$ cat src/rtl/core/bpc_stage.sv
// one pipeline register with valid/ready flow control
module bpc_stage #(
  parameter int unsigned W = 8
) (
  input  logic         clk,
  input  logic         rst,
  input  logic         in_valid,
  output logic         in_ready,
  input  logic [W-1:0] in_data,
  output logic         out_valid,
  input  logic         out_ready,
  output logic [W-1:0] out_data
);

  logic         occupied;
  logic [W-1:0] payload;

  // stage takes a new item when empty or when its item moves on
  assign in_ready  = !occupied || out_ready;
  assign out_valid = occupied;
  assign out_data  = payload;

  // valid bit
  always_ff @(posedge clk) begin
    if (rst) begin
      occupied <= 1'b0;
    end else if (in_ready) begin
      occupied <= in_valid;
    end
  end

  // data register, loaded on transfer only
  always_ff @(posedge clk) begin
    if (in_valid && in_ready) begin
      payload <= in_data;
    end
  end

endmodule

$ cat src/rtl/core/bpc_udiv.sv
// pipelined unsigned restoring divider, one quotient bit per stage, side data carried along
module bpc_udiv #(
  parameter int unsigned NUM_W  = 8,
  parameter int unsigned DEN_W  = 8,
  parameter int unsigned SIDE_W = 1
) (
  input  logic              clk,
  input  logic              rst,
  input  logic              in_valid,
  output logic              in_ready,
  input  logic [NUM_W-1:0]  num,
  input  logic [DEN_W-1:0]  den,
  input  logic [SIDE_W-1:0] side_in,
  output logic              out_valid,
  input  logic              out_ready,
  output logic [NUM_W-1:0]  quot,
  output logic [SIDE_W-1:0] side_out
);

  typedef struct packed {
    logic [SIDE_W-1:0] side;
    logic [DEN_W-1:0]  den;
    logic [DEN_W-1:0]  rem;
    logic [NUM_W-1:0]  dq;
  } step_t;

  // one restoring step: shift in the next dividend bit, subtract when it fits
  function automatic step_t div_step(input step_t a);
    logic [DEN_W:0] trial;
    logic           ge;
    step_t          r;
    trial  = {a.rem, a.dq[NUM_W-1]};
    ge     = (trial >= {1'b0, a.den});
    r      = a;
    r.rem  = ge ? DEN_W'(trial - {1'b0, a.den}) : trial[DEN_W-1:0];
    r.dq   = {a.dq[NUM_W-2:0], ge};
    return r;
  endfunction

  step_t first;
  step_t stg_d [NUM_W];
  step_t stg_q [NUM_W];
  logic  vld   [NUM_W];
  logic  rdy   [NUM_W];

  assign first = '{side: side_in, den: den, rem: '0, dq: num};

  // one register stage per quotient bit
  for (genvar k = 0; k < NUM_W; k++) begin : g_step
    logic stg_in_valid;
    logic stg_out_ready;

    if (k == 0) begin : g_head
      assign stg_d[k]     = div_step(first);
      assign stg_in_valid = in_valid;
      assign in_ready     = rdy[k];
    end else begin : g_body
      assign stg_d[k]     = div_step(stg_q[k-1]);
      assign stg_in_valid = vld[k-1];
    end

    if (k == NUM_W - 1) begin : g_tail
      assign stg_out_ready = out_ready;
    end else begin : g_mid
      assign stg_out_ready = rdy[k+1];
    end

    bpc_stage #(.W($bits(step_t))) u_stage (
      .clk       (clk),
      .rst       (rst),
      .in_valid  (stg_in_valid),
      .in_ready  (rdy[k]),
      .in_data   (stg_d[k]),
      .out_valid (vld[k]),
      .out_ready (stg_out_ready),
      .out_data  (stg_q[k])
    );
  end

  assign out_valid = vld[NUM_W-1];
  assign quot      = stg_q[NUM_W-1].dq;
  assign side_out  = stg_q[NUM_W-1].side;

  // remainder must end below the divisor
  a_rem_below_den: assert property (@(posedge clk) disable iff (rst)
    out_valid |-> (stg_q[NUM_W-1].rem < stg_q[NUM_W-1].den))
    else $error("divider remainder not below divisor");

  // caller replaces a zero divisor before it enters
  a_den_nonzero: assert property (@(posedge clk) disable iff (rst)
    in_valid |-> (den != '0))
    else $error("zero divisor entered divider");

endmodule

$ cat config.mk
export PLATFORM = sky130hd
export DESIGN_NAME = bpc_udiv
export DESIGN_NICKNAME = d
export VERILOG_FILES = /design/src/rtl/core/bpc_stage.sv /design/src/rtl/core/bpc_udiv.sv
export SDC_FILE = /design/constraint.sdc
export NUM_CORES = 1
export LEC_CHECK = 0
export BUFFER_PORTS_ARGS = -buffer_cell sky130_fd_sc_hd__buf_2
export CAP_MARGIN = 40
export CORE_MARGIN = 2
export CORE_UTILIZATION = 30
export DETAILED_ROUTE_END_ITERATION = 8
export GPL_TIMING_DRIVEN = 0
export PLACE_DENSITY = 0.56
export SLEW_MARGIN = 20
export SYNTH_ARGS = -nofsm -noshare
export SYNTH_HDL_FRONTEND = slang
export SYNTH_SLANG_ARGS = --single-unit
$ cat constraint.sdc
create_clock -name clk -period 4.75 [get_ports clk]
set_input_delay 0.95 -clock clk [delete_from_list [all_inputs] [get_ports clk]]
set_output_delay 0.95 -clock clk [all_outputs]
set_load 0.02 [all_outputs]
==> results by group <==
Pwr
  • IR drop worst, VDD: 0.2249 mV
  • Pleak: 0.004036 uW
  • Pwr dens: 365.1 nW/um^2

Clocking
  • # H-tree levels: 4
  • CTS tree: built
  • Reg clk slew, reported paths: 90 ps
  • CTS sink cnt: 192
  • CTS Hold Bufs: 0
  • Postcts setup bufs: 0
  • Cts repair resizes: 0
  • Root buffer cell: clkbuf_16
  • Total CTS buffers: 17
  • Clk_lat worst skew: 440 ps
  • Max Buffers Root-to-Sink: 2

Detailed routing
  • Routed Antenna Nets: 0
  • Via density: 4.423
  • Routed WL: 13,570 microns
  • Initial drt markers: 188
  • Routed via count: 4,945
  • First-pass DRT Iterations: 4
  • WL per Instance: 12.14 microns
  • # DRC: 0

Synth
  • Synth Area in Compound Gates: 0.08918
  • Mux share of post-synthesis cell area: 0.05656
  • Simple-gate area share of the yosys netlist: 0.07157
  • Syn avg cell area: 13.75 sq um
  • XOR/XNOR share of the synthesized area: 0.02119
  • Synthesized-area fraction occupied by adder cells: 0.09304
  • Yosys cell types: 44
  • Flops & latches, synth: 192
  • Synth Instances: 661
  • Seq/Total Area, Yosys: 0.6254
  • Syn nets: 746
  • Post-synthesis async set-or-reset flop share: 0
  • YS warnings: 0
  • Ys flop type: edfxtp_1
  • Synthesized area: 9091 sq um
  • Largest family of logic cells by synthesized area: adder cells
  • Post-synth EDFFs: 184

Final layout
  • Layout cells sized above 1: 0.1621
  • Antenna Diode Count: 0
  • Reg area: 5685 sq um
  • Area delta synth->final: 15.84%
  • Final nets: 800
  • Multi-input logic area: 3074 sq um
  • Design area: 10,530 sq um
  • Fill count: 2,840

Worst setup path
  • CP Class: in2out
  • Slowest cell delay on critical path: 420 ps
  • CP cell instances: buf_2 > nor2b_1 > and3_1 > and3_1 > clkbuf_1 > nand4_1 > buf_2
  • Worst Setup Start Kind: primary input
  • Worst setup EP type: output pin
  • CP Data Required Time: 3800 ps
  • Arrival time worst endpoint: 2830 ps
  • CP Max Fanout: 7
  • CP max stage cell: clkbuf_1

Timing
  • Setup repair after global routing missed its margin: no
  • Max-slew violations: 0
  • Final period utilization: 0.7965
  • Setup TNS: 0 ps
  • Endpoints failing setup: 0
  • Tmin final: 3783 ps
  • Fin Clk Skew: 17.98 ps
  • Slew Limit Headroom: 0.4980
  • Final hold viol count: 0
  • Worst Tran Pin Value: 751.2 ps
  • Max Freq: 264.3 MHz

GRT
  • Tot GR Track Use: 0.09280
  • Largest net degree at the start of global routing: 26
  • Initial antenna violation count: 0
  • First-pass GRT wire length: 23,380 microns
  • Grt ovf: 0
  • Vias in the first global route: 5,044

Place
  • Placed Area: 9883 sq um
  • Final HPWL from detailed placement: 10,140 microns
  • RePlAce Congestion: 0.8333
  • Port Buffers: 30

Floorplan
  • Die H: 178.1 microns
  • Core area: 29,720 sq um
  • Die X: 178.1 microns
  • Die area: 31,710 sq um
  • Row cnt: 63
  • # IOs: 32
  • Initial core utilization: 0.3059

Status
  • Status: finished clean

Job
  • Maxcap violations: 0

Worst hold path
  • Type of the most critical hold path: reg2reg
## cells in the mapped netlist (all sizes together) (7+ instances only)
cell type	number	share of area
clkbuf	7	0.0029
a211o	8	0.0077
edfxtp	184	0.61
mux2	35	0.043
nor2b	10	0.0069
nand2	10	0.0041
nand2b	11	0.0076
mux2i	12	0.013
o21a	11	0.0091
o21ai	11	0.0061
ha	58	0.080
a21o	21	0.017
xnor2	20	0.019
inv	83	0.034
nand3	13	0.0072
a21oi	21	0.012
a211oi	10	0.0083
nor3	19	0.010
dfxtp	8	0.018
and3	7	0.0048
nor2	38	0.016
## per-layer routing
| layer | GRT usage | vias up | part of all wire |
|---|---|---|---|
| met5 | 0 | - | 0 |
| met4 | 0.03313 | 0 | 0.015 |
| met3 | 0.02366 | 17 | 0.029 |
| met2 | 0.1641 | 60 | 0.51 |
| met1 | 0.1086 | 2312 | 0.45 |
| li1 | - | 2556 | - |
## flip-flops by register name (all words and copies together) (netlist names)
signal	flops
g_step.u_stage.out_data	184
g_step.u_stage.out_valid	8
## cells in the final DEF, fill, tap and decap left out, types with 8 or more instances in the layout
cell       count
edfxtp_1     184
inv_1         83
ha_1          58
nor2_1        37
mux2_2        35
buf_2         30
a21oi_1       21
a21o_1        21
xnor2_1       20
nor3_1        19
clkbuf_16     17
nand3_1       13
mux2i_1       12
nand2b_1      11
o21a_1        11
o21ai_0       10
nand2_1       10
a211oi_1      10
nor2b_1        8
a211o_1        8
dfxtp_1        8
## final timing paths
| kind | startpoint | to | slack (ps) | cells after the start |
|---|---|---|---|---|
| worst max-delay path | out_ready | in_ready | 970 | 7 |
| worst min-delay path | g_step[4].u_stage.out_data[1]$_DFFE_PP_ | g_step[5].u_stage.out_data[2]$_DFFE_PP_ | 410 | 0 |
| worst max register to register | g_step[7].u_stage.out_valid$_SDFFE_PP0P_ | g_step[0].u_stage.out_data[4]$_DFFE_PP_ | 2000 | 6 |
| worst min register to register | g_step[4].u_stage.out_data[1]$_DFFE_PP_ | g_step[5].u_stage.out_data[2]$_DFFE_PP_ | 410 | 0 |
## per-stage QoR
step / instances / hold WS [ps] / setup WS [ps] / utilization / power, uW
2_1_floorplan: 661 / 400.3 / 863.5 / - / 2305
3_3_place_gp: 1081 / 403.4 / -62.73 / 0.3274 / 2388
3_5_place_dp: 1085 / 404.5 / 985.9 / 0.3326 / 2399
4_1_cts: 1117 / 413.1 / 972.7 / 0.3541 / 3890
5_1_grt: 1118 / 412.2 / 847.3 / 0.3544 / 4018
6_report: 1118 / 411.3 / 966.5 / 0.3544 / 3845
## area by class of cell
cell class                 instances  area share
sequential                       192      0.5399
multi-input combinational        372      0.2919
tap                              390     0.04633
clock buffer                      17     0.04039
inverter                          84     0.03006
timing repair buffer              35     0.02388
clock inverter                    15     0.02043
buffer                            13    0.007128
## critical path, delay by kind of cell
kind | cells | cell delay, ps
simple gates | 4 | 1140
buf+inv | 3 | 730
## cell families (layout without fill, tap and decap cells)
family                     count (synthesis)  count (layout)
xor gates and xnor gates                  22              22
AOI/OAI and AO/OA                        112             112
adders and majority gates                 64              64
and+or+nand+nor                          127             127
muxes                                     47              47
buffers and inverters                     97             164
DFF                                      192             192
## where the power goes
part / leakage [uW] / internal, uW / switching, uW
combinational: 0.00198 / 195 / 205
sequential: 0.00175 / 1930 / 28.4
clock: 0.000310 / 742 / 743
(Power assumes the default switching activity.)
