File: src/rtl/core/bpc_stage.sv
// one pipeline register with valid/ready flow control
module bpc_stage #(
  parameter int unsigned W = 8
) (
  input  logic         clk,
  input  logic         rst,
  input  logic         in_valid,
  output logic         in_ready,
  input  logic [W-1:0] in_data,
  output logic         out_valid,
  input  logic         out_ready,
  output logic [W-1:0] out_data
);

  logic         occupied;
  logic [W-1:0] payload;

  // stage takes a new item when empty or when its item moves on
  assign in_ready  = !occupied || out_ready;
  assign out_valid = occupied;
  assign out_data  = payload;

  // valid bit
  always_ff @(posedge clk) begin
    if (rst) begin
      occupied <= 1'b0;
    end else if (in_ready) begin
      occupied <= in_valid;
    end
  end

  // data register, loaded on transfer only
  always_ff @(posedge clk) begin
    if (in_valid && in_ready) begin
      payload <= in_data;
    end
  end

endmodule

File: config.mk
export PLATFORM = sky130hd
export DESIGN_NAME = bpc_stage
export DESIGN_NICKNAME = d
export VERILOG_FILES = /design/src/rtl/core/bpc_stage.sv
export SDC_FILE = /design/constraint.sdc
export NUM_CORES = 1
export LEC_CHECK = 0
export ABC_AREA = 1
export BUFFER_PORTS_ARGS = -buffer_cell sky130_fd_sc_hd__buf_2
export CAP_MARGIN = 40
export CORE_AREA = 4 4 41 43
export CTS_CLUSTER_DIAMETER = 200
export DETAILED_ROUTE_END_ITERATION = 10
export DIE_AREA = 0 0 45 47
export SLEW_MARGIN = 20
export SYNTH_ARGS = -nofsm -noshare
export SYNTH_HDL_FRONTEND = slang
export SYNTH_SLANG_ARGS = --single-unit
File: constraint.sdc
create_clock -name clk -period 1.8 [get_ports clk]
set_clock_uncertainty 0.15 [all_clocks]
set_input_delay 0.18 -clock clk [delete_from_list [all_inputs] [get_ports clk]]
set_output_delay 0.18 -clock clk [all_outputs]
set_load 0.02 [all_outputs]
==> impl_metrics.py, run 1 <==
metrics = {
    "finish": {
        "area_growth_syn_to_layout_pct": 86.1,
        "fin_nets": 62,
        "drive_above_1_share": 0.571,
        "fin_util": 0.412,
        "diodes": 0,
    },
    "global_route": {
        "globalRouteTotalUtil": 0.0770,
        "grt_max_degree": 9,
        "grt_pass1_wl_um": 1080,
        "grt_pass1_vias": 258,
        "antenna_found_initial": 0,
        "overflow": 0,
    },
    "timing": {
        "grt_setup_unrepaired": "false",
        "slew_headroom": 0.924,
        "worstMarginPinSlew_ns": 0.114,
        "period_minus_slack_ns": 1.17,
        "tns_ns": 0,
        "setup_violations": 0,
        "slew_violations": 0,
        "holdWs_ns": 0.0356,
        "max_freq_ghz": 0.853,
        "hold_viol": 0,
        "fin_crit_sh": 0.651,
        "setup_ws_ns": 0.628,
    },
    "critical_path": {
        "path_max_fanout": 3,
        "end_kind": "output pin",
        "crit_required_ns": 1.47,
        "crit_type": "reg2out",
        "critical_path_arrival_ns": 0.84,
        "worst_setup_path_start_kind": "flip-flop",
    },
    "power": {
        "ir_drop_uv": 354,
        "p_leak_nw": 0.240,
        "power_density_nw_per_um2": 862,
    },
    "yosys": {
        "syn_area_um2": 288,
        "async_flop_share": 0,
        "yosysTopAreaCellShare": 0.835,
        "synth_cell_types": 7,
        "synth_top_family_by_area": "compound AO/OA/AOI/OAI gates",
        "synthFlopType": "edfxtp_1",
        "synth_adder_area_share": 0,
        "synth_nets": 26,
        "yosysSeqAreaShare": 0.904,
        "yosys.area_share.xor_xnor": 0,
        "synth_cells": 14,
        "synth.area.mux_share": 0,
        "synth.area.top_cells": "edfxtp_1 (83%), dfxtp_1 (7.0%), a21oi_2 (3.0%)",
        "avgSynthCellArea_um2": 20.6,
        "ys.warnings.count": 0,
        "synth_edf_count": 8,
        "synth_compound_area_frac": 0.0478,
        "synth-simple-area-share": 0.0217,
        "post-synth-top-count-cell": "edfxtp_1",
        "synth_top_cell_by_area": "edfxtp_1",
        "synth_seq_cells": 9,
    },
    "cts": {
        "post_cts_resized": 0,
        "cts_sinks": 9,
        "clk_pin_slew_ns": 0.06,
        "cts_tree": "built",
        "cts-hold-fix-buffers": 9,
        "cts_buffer_depth": 2,
        "root_buffer": "clkbuf_4",
        "clock_latency_ns": 0.25,
        "postCtsSetupRepairBufs": 0,
        "cts_made_buffers": 3,
        "htree_levels": 1,
    },
    "floorplanning": {
        "fp-row-count": 13,
        "coreArea_um2": 1300,
        "die-area_um2": 2120,
        "ios": 22,
        "die_height_um": 47,
        "initial_core_util": 0.221,
        "die_w_um": 45,
    },
    "drt": {
        "detail-route-antenna-nets": 0,
        "drcViolationCount": 0,
        "first_pass_iters": 1,
        "wl_per_cell_um": 10.4,
        "avgViaCountPerCell": 3.70,
        "vias": 237,
        "totalWireLength_um": 668,
        "drt_iter0_drc": 0,
    },
    "outcome": {
        "status": "completed",
    },
    "placement": {
        "preCtsSetupSlack_ns": 0.717,
        "gp_congestion": 0.623,
        "portBuffers": 21,
    },
    "min_path": {
        "holdCritPathClass": "in2reg",
    },
    "run": {
        "drv_cap": 0,
    },
}
layer usage:
layer / wire [um] / track usage / part of all wire
met1: 237 / 0.0808 / 0.35
met2: 343 / 0.127 / 0.51
met3: 87 / 0.0192 / 0.13
met4: 0 / 0.0702 / 0
met5: 0 / 0 / 0
critical path, stage by stage, from the launching register on:
cell and delay, ns:
dfxtp_1 0.36, nand2_2 0.07, buf_2 0.16
cell usage in the layout, fill, tap and decap left out, drive strengths merged:
cell type / instances
edfxtp: 8
buf: 22
nand2: 1
clkbuf: 4
inv: 2
a21oi: 2
dlygate4sd3: 9
dfxtp: 1
power breakdown:
group | internal [mW] | leakage [nW] | total, mW | switching, mW
clock | 0.0851 | 0.0150 | 0.150 | 0.0651
combinational | 0.0331 | 0.139 | 0.0667 | 0.0335
sequential | 0.242 | 0.0858 | 0.245 | 0.00333
logic make-up after synthesis:
logic type | after synthesis
AOI/OAI and AO/OA | 2
buffers and inverters | 2
DFF | 9
and+or+nand+nor | 1
final timing paths:
path	start	endpoint	slack (ns)	depth (start not counted)
worst max-delay path	out_valid$_SDFFE_PP0P_	in_ready	0.63	2
worst min register to register	out_valid$_SDFFE_PP0P_	out_valid$_SDFFE_PP0P_	0.34	2
worst max register to register	out_valid$_SDFFE_PP0P_	out_data[0]$_DFFE_PP_	0.71	2
worst min-delay path	out_ready	out_valid$_SDFFE_PP0P_	0.04	4
per-stage QoR:
| stage | total power, mW | cell area [um^2] | instances |
|---|---|---|---|
| after detailed placement | 0.302 | 419 | 51 |
| after floorplan | 0.275 | 288 | 14 |
| final | 0.462 | 536 | 64 |
| after CTS | 0.468 | 536 | 64 |
| after global placement | 0.301 | 419 | 51 |
| after global routing | 0.489 | 536 | 64 |
layout make-up:
class                           count  area [um^2]
Clock buffer                        4         26.3
Fill cell                         143          766
Inverter                            2         7.51
Multi-Input combinational cell      3         20.0
Sequential cell                     9          260
Tap cell                           15         18.8
Timing Repair Buffer               31          203
state kept, by name, summed over array words and instances, names as in the netlist:
name	count
out_data	8
out_valid	1
Note: power is estimated with default switching activity, not from simulation.
==> run 2, diff against run 1 <==
- clock period: 1.8 -> 1.1 ns (I/O delays scaled with it)
==> run 2 against run 1 <==
Sequential cell count unchanged. Critical path depth unchanged. First-iteration DRC count increased by 1. Global-route usage increased by 0.63 points. Sequential share of layout area decreased by 0.77 points. Register-to-register slack got worse by 0.69 ns. Critical path type unchanged. Die area unchanged. Sequential power increased by 64%. Via count unchanged. Combinational power increased by 71%. Non-clock buffer count decreased by 1. The flow now finishes with violations (hold timing). Clock-buffer cell count unchanged.
==> impl_metrics.py, run 2 (synthesis gave the netlist of run 1 again) <==
metrics = {
    "critical_path": {
        "reg2reg_to": "out_data[5]$_DFFE_PP_",
        "reg2reg_depth": 1,
        "crit_required_ns": 0.84,
        "worst_setup_path_start_kind": "flip-flop",
        "startpoint": "out_valid$_SDFFE_PP0P_",
        "crit_type": "reg2out",
        "end_kind": "output pin",
        "crit_path_end": "in_ready",
        "critical_path_arrival_ns": 0.82,
        "reg2reg_slack_ns": 0.02,
        "path_max_fanout": 3,
        "reg2reg_from": "out_valid$_SDFFE_PP0P_",
    },
    "floorplanning": {
        "coreArea_um2": 1300,
        "die-area_um2": 2120,
        "die_height_um": 47,
        "die_w_um": 45,
        "ios": 22,
        "initial_core_util": 0.221,
        "fp-row-count": 13,
    },
    "finish": {
        "stdcell_area_um2": 547,
        "area_growth_syn_to_layout_pct": 90.0,
        "largest_register_ffs": 8,
        "drive_above_1_share": 0.604,
        "diodes": 0,
        "fin_nets": 61,
        "layout_commonest_cell": "buf_2",
        "layout_common_cells": "buf_2 (20), dlygate4sd3_1 (9), edfxtp_1 (8)",
    },
    "power": {
        "power_density_nw_per_um2": 1390,
        "total_power_mw": 0.762,
        "p_leak_nw": 0.240,
        "ir_drop_uv": 508,
    },
    "placement": {
        "gp_congestion": 0.654,
        "portBuffers": 21,
        "placed_area_um2": 424,
        "dp_hpwl_um": 489,
    },
    "global_route": {
        "grt_pass1_vias": 274,
        "grt_max_degree": 9,
        "overflow": 0,
        "antenna_found_initial": 0,
        "globalRouteTotalUtil": 0.0833,
        "grt_pass1_wl_um": 1170,
    },
    "timing": {
        "grt_setup_unrepaired": "true",
        "holdWs_ns": -0.0123,
        "max_freq_ghz": 0.925,
        "hold_viol": 1,
        "setup_violations": 0,
        "worstMarginPinSlew_ns": 0.290,
        "period_minus_slack_ns": 1.08,
        "slew_headroom": 0.806,
        "slew_violations": 0,
        "fin_crit_sh": 0.983,
    },
    "cts": {
        "cts_buffer_depth": 2,
        "cts_sinks": 9,
        "cts_tree": "built",
        "clock_latency_ns": 0.25,
        "clk_pin_slew_ns": 0.06,
        "postCtsSetupRepairBufs": 0,
        "root_buffer": "clkbuf_4",
        "cts_made_buffers": 3,
        "htree_levels": 1,
    },
    "drt": {
        "avgViaCountPerCell": 3.76,
        "drcViolationCount": 0,
        "vias": 237,
        "totalWireLength_um": 713,
        "drt_iter0_drc": 1,
        "first_pass_iters": 3,
        "detail-route-antenna-nets": 0,
        "wl_per_cell_um": 11.3,
    },
    "outcome": {
        "status": "finished with violations",
        "violations": "hold timing",
    },
    "run": {
        "drv_cap": 0,
    },
    "min_path": {
        "holdCritPathClass": "in2reg",
    },
}
-- run 2: changes by cell type in the layout (fill, tap and decap cells not counted), sizes merged --
cell and change:
buf -1
-- run 2: power breakdown --
part / total (mW) / switching, mW / leakage, nW / internal (mW)
sequential: 0.402 / 0.00644 / 0.0860 / 0.396
clock: 0.246 / 0.107 / 0.0150 / 0.139
combinational: 0.114 / 0.0583 / 0.139 / 0.0552
-- run 2: how the worst min path moves through the flow --
stage / start / endpoint / cells after the start
2_1_floorplan: rst / out_valid$_SDFFE_PP0P_ / 1
3_3_place_gp: rst / out_valid$_SDFFE_PP0P_ / 2
3_5_place_dp: rst / out_valid$_SDFFE_PP0P_ / 2
4_1_cts: out_ready / out_valid$_SDFFE_PP0P_ / 4
5_1_grt: out_ready / out_valid$_SDFFE_PP0P_ / 4
6_report: out_ready / out_valid$_SDFFE_PP0P_ / 4
-- run 2: per-stage QoR --
stage | hold slack (ns) | instances | TNS (ns) | setup WS (ns) | utilization
after floorplan | 0.0151 | 14 | 0 | 0.0399 | -
after global placement | 0.115 | 50 | 0 | 0.0525 | 0.326
after detailed placement | 0.120 | 50 | 0 | 0.0204 | 0.326
after CTS | -0.0180 | 63 | 0 | 0.00205 | 0.420
after global routing | 0.00199 | 63 | -0.0865 | -0.0202 | 0.420
final | -0.0123 | 63 | 0 | 0.0187 | 0.420
-- run 2: per-layer routing --
layer	wire length [um]	global-route usage	part of all wire	vias up
met5	0	0	0	-
met4	0	0.0526	0	0
met3	102	0.0307	0.14	0
met2	351	0.138	0.49	18
met1	259	0.0900	0.36	101
li1	-	-	-	118
-- run 2: final cells by class --
type	instances	area [um^2]
Clock buffer	4	26.3
Fill cell	134	754
Inverter	2	7.51
Multi-Input combinational cell	3	31.3
Sequential cell	9	262
Tap cell	15	18.8
Timing Repair Buffer	30	201
-- run 2: timing repair --
item                       in CTS  in global routing
pin swaps                       0                  0
setup endpoints to repair       1                  9
hold endpoints to repair        9                  0
gates resized for setup         2                  0
hold buffers                    9                  0
-- run 2: critical path: stages (launching register included) --
cell     delay (ns)
dfxtp_2        0.36
nand2_2        0.08
buf_6          0.13
==> run 3, diff against run 2 <==
- clock period: 1.1 -> 1.3 ns (I/O delays scaled with it)
==> run 3 against run 2 <==
The flow now finishes without violations. Die area did not move. Sequential share of layout area rose by 1.1 points. Critical path depth fell by 1. Global-route usage rose by 1.2 points. Sequential power fell by 15%. Hold slack improved by 0.014 ns. Critical path type is now reg2reg. Setup slack improved by 0.062 ns. Core utilization fell by 1.2 points. Combinational power fell by 19%. First-iteration DRC count did not move. Sequential cell count did not move.
==> impl_metrics.py, run 3 (synthesis gave the netlist of run 1 again) <==
metrics = {
    "global_route": {
        "antenna_found_initial": 0,
        "grt_pass1_vias": 307,
        "grt_pass1_wl_um": 1300,
        "overflow": 0,
        "globalRouteTotalUtil": 0.0954,
        "top_usage_layer": "met2",
        "grt_max_degree": 9,
        "use_met2": 0.186,
        "use_met1": 0.0806,
        "met3_usage": 0.0268,
    },
    "critical_path": {
        "critPathTopFamily": "compound AO/OA/AOI/OAI gates",
        "path_max_fanout": 8,
        "path_cells": "a21oi_2",
        "worst_setup_path_start_kind": "flip-flop",
        "crit_path_max_incr_delay_ns": 0.38,
        "critical_path_buf_inv_count": 0,
        "crit_type": "reg2reg",
        "reg2reg_slack_ns": 0.08,
        "end_kind": "flip-flop",
        "crit_path_top_delay_cell": "a21oi_2",
        "critical_path_arrival_ns": 0.97,
        "crit_required_ns": 1.05,
    },
    "finish": {
        "fin_util": 0.409,
        "layout_common_cells": "buf_2 (21), dlygate4sd3_1 (9), edfxtp_1 (8)",
        "diodes": 0,
        "n_fill_cell": 143,
        "regArea_um2": 260,
        "largest_register_ffs": 8,
        "area_growth_syn_to_layout_pct": 84.8,
        "layout_commonest_cell": "buf_2",
        "fin_nets": 61,
        "drive_above_1_share": 0.583,
        "stdcell_area_um2": 532,
        "finalNonFillerCells": 63,
        "multiInputGateArea_um2": 23.8,
    },
    "drt": {
        "drcViolationCount": 0,
        "drt_iter0_drc": 1,
        "vias": 243,
        "avgViaCountPerCell": 3.86,
        "detail-route-antenna-nets": 0,
        "first_pass_iters": 2,
        "wl_per_cell_um": 12.7,
        "totalWireLength_um": 803,
    },
    "run": {
        "drv_cap": 0,
    },
    "min_path": {
        "holdCritPathClass": "in2reg",
    },
    "cts": {
        "clk_pin_slew_ns": 0.06,
        "postCtsSetupRepairBufs": 0,
        "clock_latency_ns": 0.25,
        "cts_buffer_depth": 2,
        "cts_tree": "built",
        "cts-hold-fix-buffers": 9,
        "cts_made_buffers": 3,
        "cts_sinks": 9,
        "root_buffer": "clkbuf_4",
        "htree_levels": 1,
        "post_cts_resized": 0,
    },
    "power": {
        "ir_drop_uv": 464,
        "p_leak_nw": 0.235,
        "power_frac_comb": 0.144,
        "p_int_mw": 0.497,
        "power_density_nw_per_um2": 1210,
        "switching_share": 0.226,
        "seqPwrFrac": 0.531,
        "clkPwrFrac": 0.325,
        "power_switching_mw": 0.145,
    },
    "timing": {
        "worstMarginPinSlew_ns": 0.434,
        "tns_ns": 0,
        "hold_viol": 0,
        "slew_violations": 0,
        "grt_setup_unrepaired": "false",
        "period_minus_slack_ns": 1.22,
        "max_freq_ghz": 0.820,
        "slew_headroom": 0.711,
        "setup_violations": 0,
        "fin_crit_sh": 0.938,
    },
    "placement": {
        "place_inst": 50,
        "portBuffers": 21,
        "placed_area_um2": 415,
        "gp_congestion": 0.649,
    },
    "floorplanning": {
        "fp-row-count": 13,
        "die-area_um2": 2120,
        "ios": 22,
        "die_w_um": 45,
        "initial_core_util": 0.221,
        "die_height_um": 47,
        "coreArea_um2": 1300,
    },
    "outcome": {
        "status": "completed",
    },
}
## run 3: cell counts in the layout (fill, tap and decap cells not counted)
No cell type changed its count.
## run 3: path summary, 6_finish.rpt
kind	cells past startpoint	startpoint	to
max	1	out_valid$_SDFFE_PP0P_	out_data[7]$_DFFE_PP_
min	4	out_ready	out_valid$_SDFFE_PP0P_
max reg2reg	1	out_valid$_SDFFE_PP0P_	out_data[7]$_DFFE_PP_
min reg2reg	2	out_valid$_SDFFE_PP0P_	out_valid$_SDFFE_PP0P_
## run 3: cell type report
| type | instances | area share |
|---|---|---|
| Sequential cell | 9 | 0.489 |
| Tap cell | 15 | 0.0353 |
| Timing Repair Buffer | 30 | 0.367 |
| Clock buffer | 4 | 0.0494 |
| Inverter | 2 | 0.0141 |
| Multi-Input combinational cell | 3 | 0.0447 |
## run 3: power by group through the flow
stage | Clock [mW] | Sequential [mW] | Combinational, mW
after floorplan | 0 | 0.368 | 0.0133
after global placement | 0 | 0.346 | 0.0694
after detailed placement | 0 | 0.347 | 0.0719
after CTS | 0.222 | 0.341 | 0.0923
after global routing | 0.235 | 0.342 | 0.0995
final | 0.209 | 0.340 | 0.0924
## run 3: layer usage
| layer | up-vias | routed length [um] |
|---|---|---|
| met2 | 15 | 470 |
| met1 | 108 | 239 |
| met5 | - | 0 |
| met4 | 0 | 0 |
| met3 | 0 | 93 |
| li1 | 120 | - |
## run 3: metrics by stage
stage | worst slack, ns | hold WS [ns] | power, mW
2_1_floorplan | 0.0876 | 0.0424 | 0.382
6_report | 0.0809 | 0.00150 | 0.641
3_3_place_gp | 0.119 | 0.144 | 0.415
4_1_cts | 0.0585 | -0.0203 | 0.655
3_5_place_dp | 0.0657 | 0.145 | 0.419
5_1_grt | 0.0244 | 0.0127 | 0.677
